--- src/rtl/rtt_pkg.sv ---
// ----------------------------------------------------------------------------
// rtt_pkg
// Shared types and constants for the retransmit timer table.
// ----------------------------------------------------------------------------
`default_nettype none

package rtt_pkg;

    localparam int TABLE_DEPTH_DEF = 16;
    localparam int SHIFT_CAP_DEF   = 6;
    localparam int MAX_RES         = 32;
    localparam int MIN_BACKOFF     = 100;
    localparam int ARM_MAX         = 131071;
    localparam int RECIP_SHIFT     = 30;
    localparam int RECIP_M         = 10737418;   // floor(2^30 / 100)
    localparam int PADDR_W         = 5;

    localparam logic [2:0] MODE_SEND   = 3'd0;
    localparam logic [2:0] MODE_ACK    = 3'd1;
    localparam logic [2:0] MODE_CANCEL = 3'd2;
    localparam logic [2:0] MODE_TICK   = 3'd3;
    localparam logic [2:0] MODE_FORCE  = 3'd4;

    localparam logic [1:0] EV_SEND    = 2'd0;
    localparam logic [1:0] EV_CONFIRM = 2'd1;
    localparam logic [1:0] EV_FAIL    = 2'd2;
    localparam logic [1:0] EV_RETRY   = 2'd3;

    localparam logic [1:0] PRIO_ROUTINE = 2'd0;
    localparam logic [1:0] PRIO_INVALID = 2'd3;

    localparam logic [2:0] REG_BASE       = 3'd0;
    localparam logic [2:0] REG_JITTER     = 3'd1;
    localparam logic [2:0] REG_LIMIT_RT   = 3'd2;
    localparam logic [2:0] REG_LIMIT_UR   = 3'd3;
    localparam logic [2:0] REG_LIMIT_EM   = 3'd4;
    localparam logic [2:0] REG_CAP_RT     = 3'd5;
    localparam logic [2:0] REG_CAP_UR     = 3'd6;
    localparam logic [2:0] REG_CAP_EM     = 3'd7;

    typedef struct packed {
        logic [2:0]  mode;
        logic [63:0] msg_id;
        logic [1:0]  priority_req;
        logic        encode_ok;
        logic [15:0] jitter_draw;
    } in_item_t;

    typedef struct packed {
        logic [1:0]  event_res;
        logic [63:0] out_id;
        logic [1:0]  out_priority;
        logic [7:0]  attempt_number;
        logic [16:0] armed_backoff;
        logic        last;
    } out_item_t;

    typedef struct packed {
        logic [63:0] id;
        logic [1:0]  prio;
        logic [7:0]  retries;
        logic [16:0] countdown;
    } entry_t;

    typedef struct packed {
        logic [15:0]       base;
        logic [6:0]        jit;
        logic [2:0][8:0]   limit;
        logic [2:0][15:0]  cap;
    } cfg_t;

    typedef enum logic [3:0] {
        ST_IDLE,
        ST_READ,
        ST_CHECK,
        ST_ALLOC,
        ST_SEND,
        ST_DROP,
        ST_EXPIRE,
        ST_EXP_FAIL,
        ST_BACKOFF,
        ST_ARM,
        ST_FINISH
    } state_t;

endpackage

`default_nettype wire

--- src/rtl/retransmit_timer_table_unit.sv ---
// ----------------------------------------------------------------------------
// retransmit_timer_table_unit
// Retransmission timer table with exponential backoff and jitter.
// ----------------------------------------------------------------------------
// Requests enter on in_valid/in_ready; one request is worked at a time and
// in_ready is high only while the sequencer is idle. Results leave on
// out_valid/out_ready, 0 to 32 per request, the final one flagged by last.
// Registers are written through the APB port (pready tied high); the user
// must write them only while idle, as the block itself does not enforce it.
// Send, ack, cancel and force scan slots until the id is found, each slot a
// memory read then a compare, and then emit any result and finish. A tick
// scans every slot; a slot that fails on its limit adds an expire step, and
// a retried slot adds expire, backoff and arm steps. Each armed countdown
// passes through the backoff pipeline. The sequencer returns to idle between
// requests.
// Reset clears the slot valid bits and loads the register defaults; no
// clearing pass is needed. A stalled receiver fills the output register and
// the pending-result register, after which the sequencer waits.
// ----------------------------------------------------------------------------
`default_nettype none

module retransmit_timer_table_unit #(
    parameter int TABLE_DEPTH = rtt_pkg::TABLE_DEPTH_DEF,
    parameter int SHIFT_CAP   = rtt_pkg::SHIFT_CAP_DEF
) (
    input  wire logic                        clk,
    input  wire logic                        rst_n,
    input  wire logic                        in_valid,
    output logic                             in_ready,
    input  wire rtt_pkg::in_item_t           in_data,
    output logic                             out_valid,
    input  wire logic                        out_ready,
    output rtt_pkg::out_item_t               out_data,
    input  wire logic                        psel,
    input  wire logic                        penable,
    input  wire logic                        pwrite,
    input  wire logic [rtt_pkg::PADDR_W-1:0] paddr,
    input  wire logic [31:0]                 pwdata,
    output logic [31:0]                      prdata,
    output logic                             pready
);

    localparam int IDXW = (TABLE_DEPTH > 1) ? $clog2(TABLE_DEPTH) : 1;
    localparam logic [IDXW-1:0] IDX_LAST = IDXW'(TABLE_DEPTH - 1);

    rtt_pkg::state_t   state_reg;
    rtt_pkg::state_t   state_next;
    rtt_pkg::cfg_t     cfg_reg;
    rtt_pkg::in_item_t item_reg;
    rtt_pkg::in_item_t in_fix;
    rtt_pkg::entry_t   work_reg;
    rtt_pkg::entry_t   rd_data;
    rtt_pkg::entry_t   mem_wdata;
    rtt_pkg::out_item_t emit_item;

    logic [TABLE_DEPTH-1:0] valid_reg;
    logic [IDXW-1:0] idx_reg;
    logic [IDXW-1:0] slot_reg;
    logic [IDXW-1:0] free_idx_reg;
    logic            free_found_reg;
    logic [5:0]      n_reg;
    logic [16:0]     arm_reg;

    logic [2:0]  reg_idx;
    logic        cfg_we;
    logic        accept;
    logic        mem_we;
    logic [IDXW-1:0] mem_waddr;
    logic        emit;
    logic        emit_ok;
    logic        flush;
    logic        valid_set;
    logic        valid_clr;
    logic        idx_step;
    logic        bo_start;
    logic        bo_done;
    logic [16:0] bo_arm;
    logic [7:0]  bo_retries;
    logic        retry_bump;
    logic        alloc_load;

    logic        v_cur;
    logic        hit;
    logic        last_slot;
    logic        is_tick;
    logic        cd_dec;
    logic        tick_full;
    logic [1:0]  lsel;
    logic [8:0]  lr;
    logic        limit_fail;
    logic [7:0]  ret_inc;
    logic [1:0]  pr_in;

    // ---------------- configuration ----------------
    assign reg_idx = paddr[rtt_pkg::PADDR_W-1:2];
    assign cfg_we  = psel && penable && pwrite;
    assign pready  = 1'b1;

    always_ff @(posedge clk or negedge rst_n)
    begin
        if (!rst_n)
        begin
            cfg_reg.base     <= 16'd1000;
            cfg_reg.jit      <= 7'd20;
            cfg_reg.limit[0] <= 9'd3;
            cfg_reg.limit[1] <= 9'd5;
            cfg_reg.limit[2] <= 9'h1FF;
            cfg_reg.cap[0]   <= 16'd30000;
            cfg_reg.cap[1]   <= 16'd15000;
            cfg_reg.cap[2]   <= 16'd5000;
        end
        else if (cfg_we)
        begin
            case (reg_idx)
                rtt_pkg::REG_BASE:     cfg_reg.base     <= pwdata[15:0];
                rtt_pkg::REG_JITTER:   cfg_reg.jit      <= pwdata[6:0];
                rtt_pkg::REG_LIMIT_RT: cfg_reg.limit[0] <= pwdata[8:0];
                rtt_pkg::REG_LIMIT_UR: cfg_reg.limit[1] <= pwdata[8:0];
                rtt_pkg::REG_LIMIT_EM: cfg_reg.limit[2] <= pwdata[8:0];
                rtt_pkg::REG_CAP_RT:   cfg_reg.cap[0]   <= pwdata[15:0];
                rtt_pkg::REG_CAP_UR:   cfg_reg.cap[1]   <= pwdata[15:0];
                rtt_pkg::REG_CAP_EM:   cfg_reg.cap[2]   <= pwdata[15:0];
                default:               cfg_reg.base     <= cfg_reg.base;
            endcase
        end
    end

    always_comb
    begin
        case (reg_idx)
            rtt_pkg::REG_BASE:     prdata = 32'(cfg_reg.base);
            rtt_pkg::REG_JITTER:   prdata = 32'(cfg_reg.jit);
            rtt_pkg::REG_LIMIT_RT: prdata = 32'(cfg_reg.limit[0]);
            rtt_pkg::REG_LIMIT_UR: prdata = 32'(cfg_reg.limit[1]);
            rtt_pkg::REG_LIMIT_EM: prdata = 32'(cfg_reg.limit[2]);
            rtt_pkg::REG_CAP_RT:   prdata = 32'(cfg_reg.cap[0]);
            rtt_pkg::REG_CAP_UR:   prdata = 32'(cfg_reg.cap[1]);
            rtt_pkg::REG_CAP_EM:   prdata = 32'(cfg_reg.cap[2]);
            default:               prdata = '0;
        endcase
    end

    // ---------------- shared decode ----------------
    assign in_ready  = (state_reg == rtt_pkg::ST_IDLE);
    assign accept    = in_valid && in_ready;
    assign pr_in     = (in_data.priority_req == rtt_pkg::PRIO_INVALID) ?
                       rtt_pkg::PRIO_ROUTINE : in_data.priority_req;
    assign v_cur     = valid_reg[idx_reg];
    assign hit       = v_cur && (rd_data.id == item_reg.msg_id);
    assign last_slot = (idx_reg == IDX_LAST);
    assign is_tick   = (item_reg.mode == rtt_pkg::MODE_TICK);
    assign cd_dec    = rd_data.countdown > 17'd1;
    assign tick_full = (7'(n_reg) + 7'd2) > 7'(rtt_pkg::MAX_RES);
    assign lsel      = (work_reg.prio == rtt_pkg::PRIO_INVALID) ?
                       rtt_pkg::PRIO_ROUTINE : work_reg.prio;
    assign lr        = cfg_reg.limit[lsel];
    assign limit_fail = !lr[8] && (work_reg.retries >= lr[7:0]);
    assign ret_inc   = (work_reg.retries == 8'hFF) ? 8'hFF : work_reg.retries + 8'd1;
    assign bo_retries = (state_reg == rtt_pkg::ST_EXPIRE) ? ret_inc : work_reg.retries;

    always_comb
    begin
        in_fix              = in_data;
        in_fix.priority_req = pr_in;
    end

    // ---------------- next state ----------------
    always_comb
    begin
        state_next = state_reg;
        case (state_reg)
            rtt_pkg::ST_IDLE:
            begin
                if (accept)
                begin
                    if (in_data.mode inside {[rtt_pkg::MODE_SEND:rtt_pkg::MODE_FORCE]})
                    begin
                        state_next = rtt_pkg::ST_READ;
                    end
                    else
                    begin
                        state_next = rtt_pkg::ST_FINISH;
                    end
                end
            end
            rtt_pkg::ST_READ:
            begin
                state_next = rtt_pkg::ST_CHECK;
            end
            rtt_pkg::ST_CHECK:
            begin
                if (is_tick)
                begin
                    if (!v_cur || cd_dec || tick_full)
                    begin
                        state_next = last_slot ? rtt_pkg::ST_FINISH : rtt_pkg::ST_READ;
                    end
                    else
                    begin
                        state_next = rtt_pkg::ST_EXPIRE;
                    end
                end
                else if (hit)
                begin
                    case (item_reg.mode)
                        rtt_pkg::MODE_SEND:  state_next = rtt_pkg::ST_SEND;
                        rtt_pkg::MODE_FORCE: state_next = rtt_pkg::ST_EXPIRE;
                        default:             state_next = rtt_pkg::ST_DROP;
                    endcase
                end
                else if (last_slot)
                begin
                    state_next = (item_reg.mode == rtt_pkg::MODE_SEND) ?
                                 rtt_pkg::ST_ALLOC : rtt_pkg::ST_FINISH;
                end
                else
                begin
                    state_next = rtt_pkg::ST_READ;
                end
            end
            rtt_pkg::ST_ALLOC:
            begin
                if (free_found_reg)
                begin
                    state_next = rtt_pkg::ST_SEND;
                end
                else if (emit_ok)
                begin
                    state_next = rtt_pkg::ST_FINISH;
                end
            end
            rtt_pkg::ST_SEND:
            begin
                if (item_reg.encode_ok)
                begin
                    state_next = rtt_pkg::ST_BACKOFF;
                end
                else if (emit_ok)
                begin
                    state_next = rtt_pkg::ST_FINISH;
                end
            end
            rtt_pkg::ST_DROP:
            begin
                if (emit_ok)
                begin
                    state_next = rtt_pkg::ST_FINISH;
                end
            end
            rtt_pkg::ST_EXPIRE:
            begin
                if (emit_ok)
                begin
                    if (limit_fail)
                    begin
                        state_next = (is_tick && !last_slot) ?
                                     rtt_pkg::ST_READ : rtt_pkg::ST_FINISH;
                    end
                    else if (item_reg.encode_ok)
                    begin
                        state_next = rtt_pkg::ST_BACKOFF;
                    end
                    else
                    begin
                        state_next = rtt_pkg::ST_EXP_FAIL;
                    end
                end
            end
            rtt_pkg::ST_BACKOFF:
            begin
                if (bo_done)
                begin
                    state_next = rtt_pkg::ST_ARM;
                end
            end
            rtt_pkg::ST_ARM, rtt_pkg::ST_EXP_FAIL:
            begin
                if (emit_ok)
                begin
                    state_next = (is_tick && !last_slot) ?
                                 rtt_pkg::ST_READ : rtt_pkg::ST_FINISH;
                end
            end
            rtt_pkg::ST_FINISH:
            begin
                if (emit_ok)
                begin
                    state_next = rtt_pkg::ST_IDLE;
                end
            end
            default:
            begin
                state_next = rtt_pkg::ST_IDLE;
            end
        endcase
    end

    // ---------------- actions ----------------
    always_comb
    begin
        mem_we     = 1'b0;
        mem_waddr  = idx_reg;
        mem_wdata  = rd_data;
        emit       = 1'b0;
        emit_item  = '0;
        flush      = 1'b0;
        valid_set  = 1'b0;
        valid_clr  = 1'b0;
        idx_step   = 1'b0;
        bo_start   = 1'b0;
        retry_bump = 1'b0;
        alloc_load = 1'b0;
        emit_item.out_id       = work_reg.id;
        emit_item.out_priority = work_reg.prio;
        case (state_reg)
            rtt_pkg::ST_CHECK:
            begin
                if (is_tick)
                begin
                    if (v_cur && cd_dec)
                    begin
                        mem_we              = 1'b1;
                        mem_wdata.countdown = rd_data.countdown - 17'd1;
                    end
                    else if (v_cur && tick_full)
                    begin
                        mem_we              = 1'b1;
                        mem_wdata.countdown = 17'd1;
                    end
                    idx_step = (!v_cur || cd_dec || tick_full) && !last_slot;
                end
                else
                begin
                    idx_step = !hit && !last_slot;
                end
            end
            rtt_pkg::ST_ALLOC:
            begin
                alloc_load = free_found_reg;
                if (!free_found_reg)
                begin
                    emit                   = 1'b1;
                    emit_item.event_res    = rtt_pkg::EV_FAIL;
                    emit_item.out_id       = item_reg.msg_id;
                    emit_item.out_priority = item_reg.priority_req;
                end
            end
            rtt_pkg::ST_SEND:
            begin
                if (item_reg.encode_ok)
                begin
                    bo_start = 1'b1;
                end
                else
                begin
                    emit                   = 1'b1;
                    valid_clr              = emit_ok;
                    emit_item.event_res    = rtt_pkg::EV_FAIL;
                    emit_item.out_priority = item_reg.priority_req;
                end
            end
            rtt_pkg::ST_DROP:
            begin
                emit                = 1'b1;
                valid_clr           = emit_ok;
                emit_item.event_res = (item_reg.mode == rtt_pkg::MODE_ACK) ?
                                      rtt_pkg::EV_CONFIRM : rtt_pkg::EV_FAIL;
            end
            rtt_pkg::ST_EXPIRE:
            begin
                emit = 1'b1;
                if (limit_fail)
                begin
                    valid_clr           = emit_ok;
                    emit_item.event_res = rtt_pkg::EV_FAIL;
                    idx_step            = emit_ok && is_tick && !last_slot;
                end
                else
                begin
                    emit_item.event_res      = rtt_pkg::EV_RETRY;
                    emit_item.attempt_number = ret_inc;
                    retry_bump               = emit_ok;
                    bo_start                 = emit_ok && item_reg.encode_ok;
                end
            end
            rtt_pkg::ST_EXP_FAIL:
            begin
                emit                = 1'b1;
                valid_clr           = emit_ok;
                emit_item.event_res = rtt_pkg::EV_FAIL;
                idx_step            = emit_ok && is_tick && !last_slot;
            end
            rtt_pkg::ST_ARM:
            begin
                emit                    = 1'b1;
                mem_we                  = emit_ok;
                mem_waddr               = slot_reg;
                mem_wdata               = work_reg;
                mem_wdata.countdown     = arm_reg;
                valid_set               = emit_ok;
                emit_item.event_res     = rtt_pkg::EV_SEND;
                emit_item.armed_backoff = arm_reg;
                if (item_reg.mode == rtt_pkg::MODE_SEND)
                begin
                    emit_item.out_priority = item_reg.priority_req;
                end
                idx_step = emit_ok && is_tick && !last_slot;
            end
            rtt_pkg::ST_FINISH:
            begin
                flush = 1'b1;
            end
            default:
            begin
                emit = 1'b0;
            end
        endcase
    end

    // ---------------- control and datapath registers ----------------
    always_ff @(posedge clk or negedge rst_n)
    begin
        if (!rst_n)
        begin
            state_reg      <= rtt_pkg::ST_IDLE;
            valid_reg      <= '0;
            free_found_reg <= 1'b0;
            n_reg          <= '0;
            idx_reg        <= '0;
        end
        else
        begin
            state_reg <= state_next;
            if (valid_set)
            begin
                valid_reg[slot_reg] <= 1'b1;
            end
            else if (valid_clr)
            begin
                valid_reg[slot_reg] <= 1'b0;
            end
            if (accept)
            begin
                free_found_reg <= 1'b0;
                n_reg          <= '0;
                idx_reg        <= '0;
            end
            else
            begin
                if (state_reg == rtt_pkg::ST_CHECK && !is_tick && !v_cur && !free_found_reg)
                begin
                    free_found_reg <= 1'b1;
                end
                if (emit && emit_ok)
                begin
                    n_reg <= n_reg + 6'd1;
                end
                if (idx_step)
                begin
                    idx_reg <= idx_reg + IDXW'(1);
                end
            end
        end
    end

    always_ff @(posedge clk)
    begin
        if (accept)
        begin
            item_reg <= in_fix;
        end
        if (state_reg == rtt_pkg::ST_CHECK)
        begin
            work_reg <= rd_data;
            slot_reg <= idx_reg;
            if (!is_tick && !v_cur && !free_found_reg)
            begin
                free_idx_reg <= idx_reg;
            end
        end
        else if (alloc_load)
        begin
            work_reg.id        <= item_reg.msg_id;
            work_reg.prio      <= item_reg.priority_req;
            work_reg.retries   <= '0;
            work_reg.countdown <= '0;
            slot_reg           <= free_idx_reg;
        end
        else if (retry_bump)
        begin
            work_reg.retries <= ret_inc;
        end
        if (bo_done)
        begin
            arm_reg <= bo_arm;
        end
    end

    // ---------------- submodules ----------------
    rtt_table_mem #(
        .DEPTH (TABLE_DEPTH),
        .AW    (IDXW)
    ) u_mem (
        .clk   (clk),
        .we    (mem_we),
        .waddr (mem_waddr),
        .wdata (mem_wdata),
        .re    (state_reg == rtt_pkg::ST_READ),
        .raddr (idx_reg),
        .rdata (rd_data)
    );

    rtt_backoff #(
        .SHIFT_CAP (SHIFT_CAP)
    ) u_backoff (
        .clk     (clk),
        .rst_n   (rst_n),
        .start   (bo_start),
        .prio    (work_reg.prio),
        .retries (bo_retries),
        .draw    (item_reg.jitter_draw),
        .cfg     (cfg_reg),
        .done    (bo_done),
        .arm     (bo_arm)
    );

    rtt_result_buf u_res (
        .clk       (clk),
        .rst_n     (rst_n),
        .emit      (emit),
        .emit_item (emit_item),
        .flush     (flush),
        .emit_ok   (emit_ok),
        .out_valid (out_valid),
        .out_ready (out_ready),
        .out_data  (out_data)
    );

endmodule

`default_nettype wire

--- src/rtl/rtt_table_mem.sv ---
// ----------------------------------------------------------------------------
// rtt_table_mem
// Slot storage: one write port, one read port, registered read data.
// ----------------------------------------------------------------------------
`default_nettype none

module rtt_table_mem #(
    parameter int DEPTH = rtt_pkg::TABLE_DEPTH_DEF,
    parameter int AW    = (DEPTH > 1) ? $clog2(DEPTH) : 1
) (
    input  wire logic            clk,
    input  wire logic            we,
    input  wire logic [AW-1:0]   waddr,
    input  wire rtt_pkg::entry_t wdata,
    input  wire logic            re,
    input  wire logic [AW-1:0]   raddr,
    output rtt_pkg::entry_t      rdata
);

    rtt_pkg::entry_t mem [DEPTH];

    always_ff @(posedge clk)
    begin
        if (we)
        begin
            mem[waddr] <= wdata;
        end
    end

    always_ff @(posedge clk)
    begin
        if (re)
        begin
            rdata <= mem[raddr];
        end
    end

endmodule

`default_nettype wire

--- src/rtl/rtt_backoff.sv ---
// ----------------------------------------------------------------------------
// rtt_backoff
// Six-stage backoff pipeline: shift and cap, jitter span, jitter pick, clamp.
// ----------------------------------------------------------------------------
`default_nettype none

module rtt_backoff #(
    parameter int SHIFT_CAP = rtt_pkg::SHIFT_CAP_DEF
) (
    input  wire logic          clk,
    input  wire logic          rst_n,
    input  wire logic          start,
    input  wire logic [1:0]    prio,
    input  wire logic [7:0]    retries,
    input  wire logic [15:0]   draw,
    input  wire rtt_pkg::cfg_t cfg,
    output logic               done,
    output logic [16:0]        arm
);

    localparam int BW = 16 + SHIFT_CAP;

    logic [5:0]  vld_reg;
    logic [15:0] b_reg [5];
    logic [15:0] draw_reg [4];
    logic [22:0] prod_reg [2];
    logic [16:0] q0_reg;
    logic [16:0] r_reg [2];
    logic [17:0] pick_reg;
    logic [16:0] arm_reg;

    logic [7:0]    sh;
    logic [BW-1:0] shifted;
    logic [1:0]    psel;
    logic [15:0]   cap;
    logic [46:0]   recip_prod;
    logic [23:0]   q_x100;
    logic [23:0]   rem;
    logic [33:0]   pick_full;
    logic signed [19:0] v;

    always_comb
    begin
        sh         = (retries < 8'(SHIFT_CAP)) ? retries : 8'(SHIFT_CAP);
        shifted    = BW'(cfg.base) << sh;
        psel       = (prio == rtt_pkg::PRIO_INVALID) ? rtt_pkg::PRIO_ROUTINE : prio;
        cap        = cfg.cap[psel];
        recip_prod = 47'(prod_reg[0]) * 47'(rtt_pkg::RECIP_M);
        q_x100     = {1'b0, q0_reg, 6'b0} + {2'b0, q0_reg, 5'b0} + {5'b0, q0_reg, 2'b0};
        rem        = {1'b0, prod_reg[1]} - q_x100;
        pick_full  = 34'(draw_reg[3]) * 34'({r_reg[0], 1'b1});
        v          = $signed({4'b0, b_reg[4]}) + $signed({2'b0, pick_reg})
                     - $signed({3'b0, r_reg[1]});
    end

    always_ff @(posedge clk or negedge rst_n)
    begin
        if (!rst_n)
        begin
            vld_reg <= '0;
        end
        else
        begin
            vld_reg <= {vld_reg[4:0], start};
        end
    end

    always_ff @(posedge clk)
    begin
        b_reg[0]    <= (shifted > BW'(cap)) ? cap : shifted[15:0];
        draw_reg[0] <= draw;
        b_reg[1]    <= b_reg[0];
        draw_reg[1] <= draw_reg[0];
        prod_reg[0] <= 23'(b_reg[0]) * 23'(cfg.jit);
        b_reg[2]    <= b_reg[1];
        draw_reg[2] <= draw_reg[1];
        prod_reg[1] <= prod_reg[0];
        q0_reg      <= recip_prod[46:rtt_pkg::RECIP_SHIFT];
        b_reg[3]    <= b_reg[2];
        draw_reg[3] <= draw_reg[2];
        r_reg[0]    <= (rem >= 24'd100) ? q0_reg + 17'd1 : q0_reg;
        b_reg[4]    <= b_reg[3];
        r_reg[1]    <= r_reg[0];
        pick_reg    <= pick_full[33:16];
        if (v < 20'sd100)
        begin
            arm_reg <= 17'(rtt_pkg::MIN_BACKOFF);
        end
        else if (v > 20'sd131071)
        begin
            arm_reg <= 17'(rtt_pkg::ARM_MAX);
        end
        else
        begin
            arm_reg <= v[16:0];
        end
    end

    assign done = vld_reg[5];
    assign arm  = arm_reg;

endmodule

`default_nettype wire

--- src/rtl/rtt_result_buf.sv ---
// ----------------------------------------------------------------------------
// rtt_result_buf
// Holds one pending result so the final one can be marked, plus the output
// register toward the receiver.
// ----------------------------------------------------------------------------
`default_nettype none

module rtt_result_buf (
    input  wire logic               clk,
    input  wire logic               rst_n,
    input  wire logic               emit,
    input  wire rtt_pkg::out_item_t emit_item,
    input  wire logic               flush,
    output logic                    emit_ok,
    output logic                    out_valid,
    input  wire logic               out_ready,
    output rtt_pkg::out_item_t      out_data
);

    logic               pend_valid_reg;
    rtt_pkg::out_item_t pend_reg;
    logic               out_valid_reg;
    rtt_pkg::out_item_t out_reg;
    rtt_pkg::out_item_t push_item;
    logic               out_free;
    logic               push;

    assign out_free = !out_valid_reg || out_ready;
    assign emit_ok  = !pend_valid_reg || out_free;
    assign push     = pend_valid_reg && emit_ok && (emit || flush);

    always_comb
    begin
        push_item      = pend_reg;
        push_item.last = flush && !emit;
    end

    always_ff @(posedge clk or negedge rst_n)
    begin
        if (!rst_n)
        begin
            pend_valid_reg <= 1'b0;
            out_valid_reg  <= 1'b0;
        end
        else
        begin
            if (emit && emit_ok)
            begin
                pend_valid_reg <= 1'b1;
            end
            else if (flush && emit_ok)
            begin
                pend_valid_reg <= 1'b0;
            end
            if (push)
            begin
                out_valid_reg <= 1'b1;
            end
            else if (out_ready)
            begin
                out_valid_reg <= 1'b0;
            end
        end
    end

    always_ff @(posedge clk)
    begin
        if (emit && emit_ok)
        begin
            pend_reg <= emit_item;
        end
        if (push)
        begin
            out_reg <= push_item;
        end
    end

    assign out_valid = out_valid_reg;
    assign out_data  = out_reg;

endmodule

`default_nettype wire
--- config.mk ---
export PLATFORM = sky130hd
export DESIGN_NAME = retransmit_timer_table_unit
export DESIGN_NICKNAME = d
export VERILOG_FILES = /design/src/rtl/rtt_pkg.sv /design/src/rtl/retransmit_timer_table_unit.sv /design/src/rtl/rtt_table_mem.sv /design/src/rtl/rtt_backoff.sv /design/src/rtl/rtt_result_buf.sv
export SDC_FILE = /design/constraint.sdc
export NUM_CORES = 2
export LEC_CHECK = 0
export ABC_CLOCK_PERIOD_IN_PS = 12600
export BUFFER_PORTS_ARGS = -buffer_cell sky130_fd_sc_hd__buf_2
export CAP_MARGIN = 20
export CORE_ASPECT_RATIO = 0.75
export CORE_MARGIN = 1
export CORE_UTILIZATION = 60
export DETAILED_ROUTE_END_ITERATION = 7
export HOLD_SLACK_MARGIN = 0.08
export PLACE_DENSITY = 0.86
export SYNTH_ARGS = -nofsm -noshare
export SYNTH_HDL_FRONTEND = slang
export SYNTH_HIERARCHICAL = 1
export SYNTH_SLANG_ARGS = --single-unit
--- constraint.sdc ---
create_clock -name clk -period 12.6 [get_ports clk]
set_clock_uncertainty 0.2 [all_clocks]
set_input_delay 0.63 -clock clk [delete_from_list [all_inputs] [get_ports clk]]
set_output_delay 0.63 -clock clk [all_outputs]
set_load 0.005 [all_outputs]
==> impl_metrics.yaml <==
finish:
  drive_gt1_share_pct: 16.5
  largest_reg_flops: 1456
  syn2layout_area_growth_pct: 10.7
  fillers: 11507
  nets: 9054
global_route:
  grt_pass1_wl_um: 471000
  grt_max_degree: 112
  grt.total_usage_pct: 34.3
  grt.overflow.total: 0
  first_global_vias: 72793
  grt_antenna_before_repair: 19
cts:
  cts.sinks: 2330
  clockBufferDepth: 3
  clock_latency_ns: 0.94
  clockRootBuffer: "clkbuf_16"
  postCtsSetupRepairBufs: 0
  cts.clk_slew.worst_paths_ns: 0.08
  numCtsBuffers: 206
  cts_tree: "yes"
  h-tree-depth: 4
critical_path:
  cp.required_ns: 13.15
  start_kind: "flop"
  r2r_cells: 20
  crit_arrival_ns: 7.95
  cp-end-kind: "flop"
  crit_fanout: 11
  path_class: "reg -> reg"
synthesis:
  synth_edf_count: 1919
  synth_top_family_by_area: "adder cells"
  yosys.area_share.adder_pct: 14.7
  yosysWarnings: 6
  synth_top_area_share_pct: 51.1
  synth_area_leader_cell: "edfxtp_1"
  synthDistinctLibCells: 108
  synth-seq-cells: 2330
  synth-simple-area-share_pct: 6.35
  netlist_area_mm2: 0.113
  ys_top_cells_by_area: "edfxtp_1, fa_1, mux4_2"
  synth_top_flop_cell: "edfxtp_1"
  async_flop_share_pct: 5.88
  synth-compound-area-share_pct: 4.49
  syn_area_per_cell_um2: 14.9
  synth.mux.area_fraction_pct: 10.3
  ys_seq_area_share_pct: 59.1
  syn-instance-count: 7545
  synthXorXnorAreaFrac_pct: 1.24
worst_hold_path:
  hold_path_class: "reg -> reg"
  whs_path_depth: 0
drt:
  met2_length_um: 147000
  drc: 313
  maxUsedRoutingLayer: "met5"
  routedWlPerCell_um: 30.3
  wl_met1_um: 106000
  drtPass1Iterations: 8
  viasPerCell: 6.66
  ant_nets: 0
  wl_um: 322000
  dr_total_vias: 70700
  initialDrtViolationCount: 11308
  met3_wirelength_um: 44100
timing:
  hold_viol_final: 0
  max_freq_mhz: 135
  rsz0062_at_grt: "no"
  fin_tns_setup_ns: 0
  layout_setup_ws_ns: 5.20
  setup_viol: 0
  max_slew.worst_pin.slew_ns: 1.34
  layout_min_cycle_time_ns: 7.40
  relSlewSlack_pct: 10.1
  slew_viol_final: 0
  post-route-period-util_pct: 58.7
floorplanning:
  num_rows: 137
  core_mm2: 0.186
  die_h_um: 377
  num_io_pins: 259
  initial_core_util_pct: 60.5
  dieArea_mm2: 0.190
  fp.dieW_um: 502
run_status:
  violations: "DRC"
  status: "finished with violations"
placement:
  pre_cts_slack_ns: 5.44
  gp_congestion: 0.943
  hpwl_um: 176000
  numPortBuffers: 223
job:
  max_cap_viol_count: 0
metal layers:
metal / up-vias / GRT usage (%)
li1: 28002 / -
met1: 34495 / 42.2
met2: 6456 / 52.9
met3: 1729 / 11.3
met4: 18 / 20.4
met5: - / 0.845
Yosys cell counts, drive strengths merged, types with 22 or more instances:
cell type	count
dfstp	40
nor3	50
inv	782
a21oi	144
a21o	42
ha	487
buf	112
nand3	50
o21a	23
clkbuf	173
and2	184
nand2b	34
dfrtp	97
nor2b	29
mux4	374
nor4	42
dfxtp	274
o21ai	150
nor2	155
nand4	28
edfxtp	1919
mux2	199
xor2	88
a31oi	22
nand2	894
a22oi	200
fa	522
xnor2	72
mux2i	93
and3	27
final cells by class:
type | instances | area [um^2] | area share (%)
Sequential cell | 2330 | 66600 | 53.4
Inverter | 786 | 2960 | 2.37
Multi-Input combinational cell | 4159 | 42000 | 33.7
Tap cell | 2502 | 3130 | 2.51
Antenna cell | 16 | 40.0 | 0.0321
Clock buffer | 242 | 5360 | 4.30
Timing Repair Buffer | 432 | 3060 | 2.45
Clock inverter | 144 | 1620 | 1.30
worst max-delay path, stage by stage, from the launching register on:
cell and delay [ns]:
dfxtp_1 0.91, ha_1 0.31, inv_1 0.07, fa_1 0.50, fa_1 0.52, inv_1 0.05
fa_1 0.55, fa_1 0.43, fa_1 0.49, inv_1 0.05, fa_1 0.47, inv_1 0.04
ha_1 0.28, a21oi_1 0.13, nor2b_1 0.06, o21ai_0 0.21, nand3_1 0.14, a2111oi_0 0.96
o41ai_1 0.37, a31oi_1 0.29, xnor2_1 0.21
repair_timing:
item	4_1_cts	5_1_grt
hold buffers	106	0
hold endpoints to repair	245	0
resized for setup	0	0
cell usage in the layout, fill, tap and decap left out, drive strengths merged, types with 21 or more instances in the layout:
cell | synthesis | final
edfxtp | 1919 | 1919
nand2 | 894 | 894
inv | 782 | 790
fa | 522 | 522
ha | 487 | 487
mux4 | 374 | 374
buf | 112 | 326
dfxtp | 274 | 274
clkbuf | 173 | 242
a22oi | 200 | 200
mux2 | 199 | 199
and2 | 184 | 184
nor2 | 155 | 155
o21ai | 150 | 150
a21oi | 144 | 144
dlygate4sd3 | 0 | 106
clkinv | 4 | 103
dfrtp | 97 | 97
mux2i | 93 | 93
xor2 | 88 | 88
xnor2 | 72 | 72
nand3 | 50 | 50
nor3 | 50 | 50
a21o | 42 | 42
nor4 | 42 | 42
dfstp | 40 | 40
nand2b | 34 | 34
nor2b | 29 | 29
nand4 | 28 | 28
and3 | 27 | 27
o21a | 23 | 23
a31oi | 22 | 22
bufinv | 0 | 21
through the flow:
| stage | util, % | cell area [um^2] | cells | hold slack, ns |
|---|---|---|---|---|
| finish | 67.0 | 125000 | 10611 | 0.108 |
| floorplan | - | 113000 | 7560 | 0.110 |
| detailed placement | 62.5 | 117000 | 10086 | 0.112 |
| global route | 67.0 | 125000 | 10599 | 0.113 |
| global placement | 62.5 | 117000 | 10086 | 0.112 |
| CTS | 66.8 | 125000 | 10578 | 0.0834 |
cells by family after synthesis:
| logic type | after synthesis |
|---|---|
| flip-flops | 2330 |
| AND/OR/NAND/NOR | 1557 |
| buffers and inverters | 1071 |
| adder cells (fa/ha/maj) | 1009 |
| AO/OA/AOI/OAI | 750 |
| multiplexers | 666 |
| XOR/XNOR | 160 |
| other | 2 |
path summary, 6_finish.rpt:
| path | to | startpoint | slack, ns |
|---|---|---|---|
| hold reg to reg | u_backoff/draw_reg[0][12] | item_reg[12] | 0.11 |
| min in group asynchronous | cfg_reg[2] | rst_n | 0.12 |
| setup / recovery | u_backoff/q0_reg[1] | u_backoff/prod_reg[0][9] | 5.20 |
| setup reg to reg | u_backoff/q0_reg[1] | u_backoff/prod_reg[0][9] | 5.20 |
| hold / removal | u_backoff/draw_reg[0][12] | item_reg[12] | 0.11 |
| max in group asynchronous | cfg_reg[7] | rst_n | 10.64 |
Power is left out: the tool's default activity adds up to more than one toggle a clock period on the data nets, which glitch-free logic cannot reach.
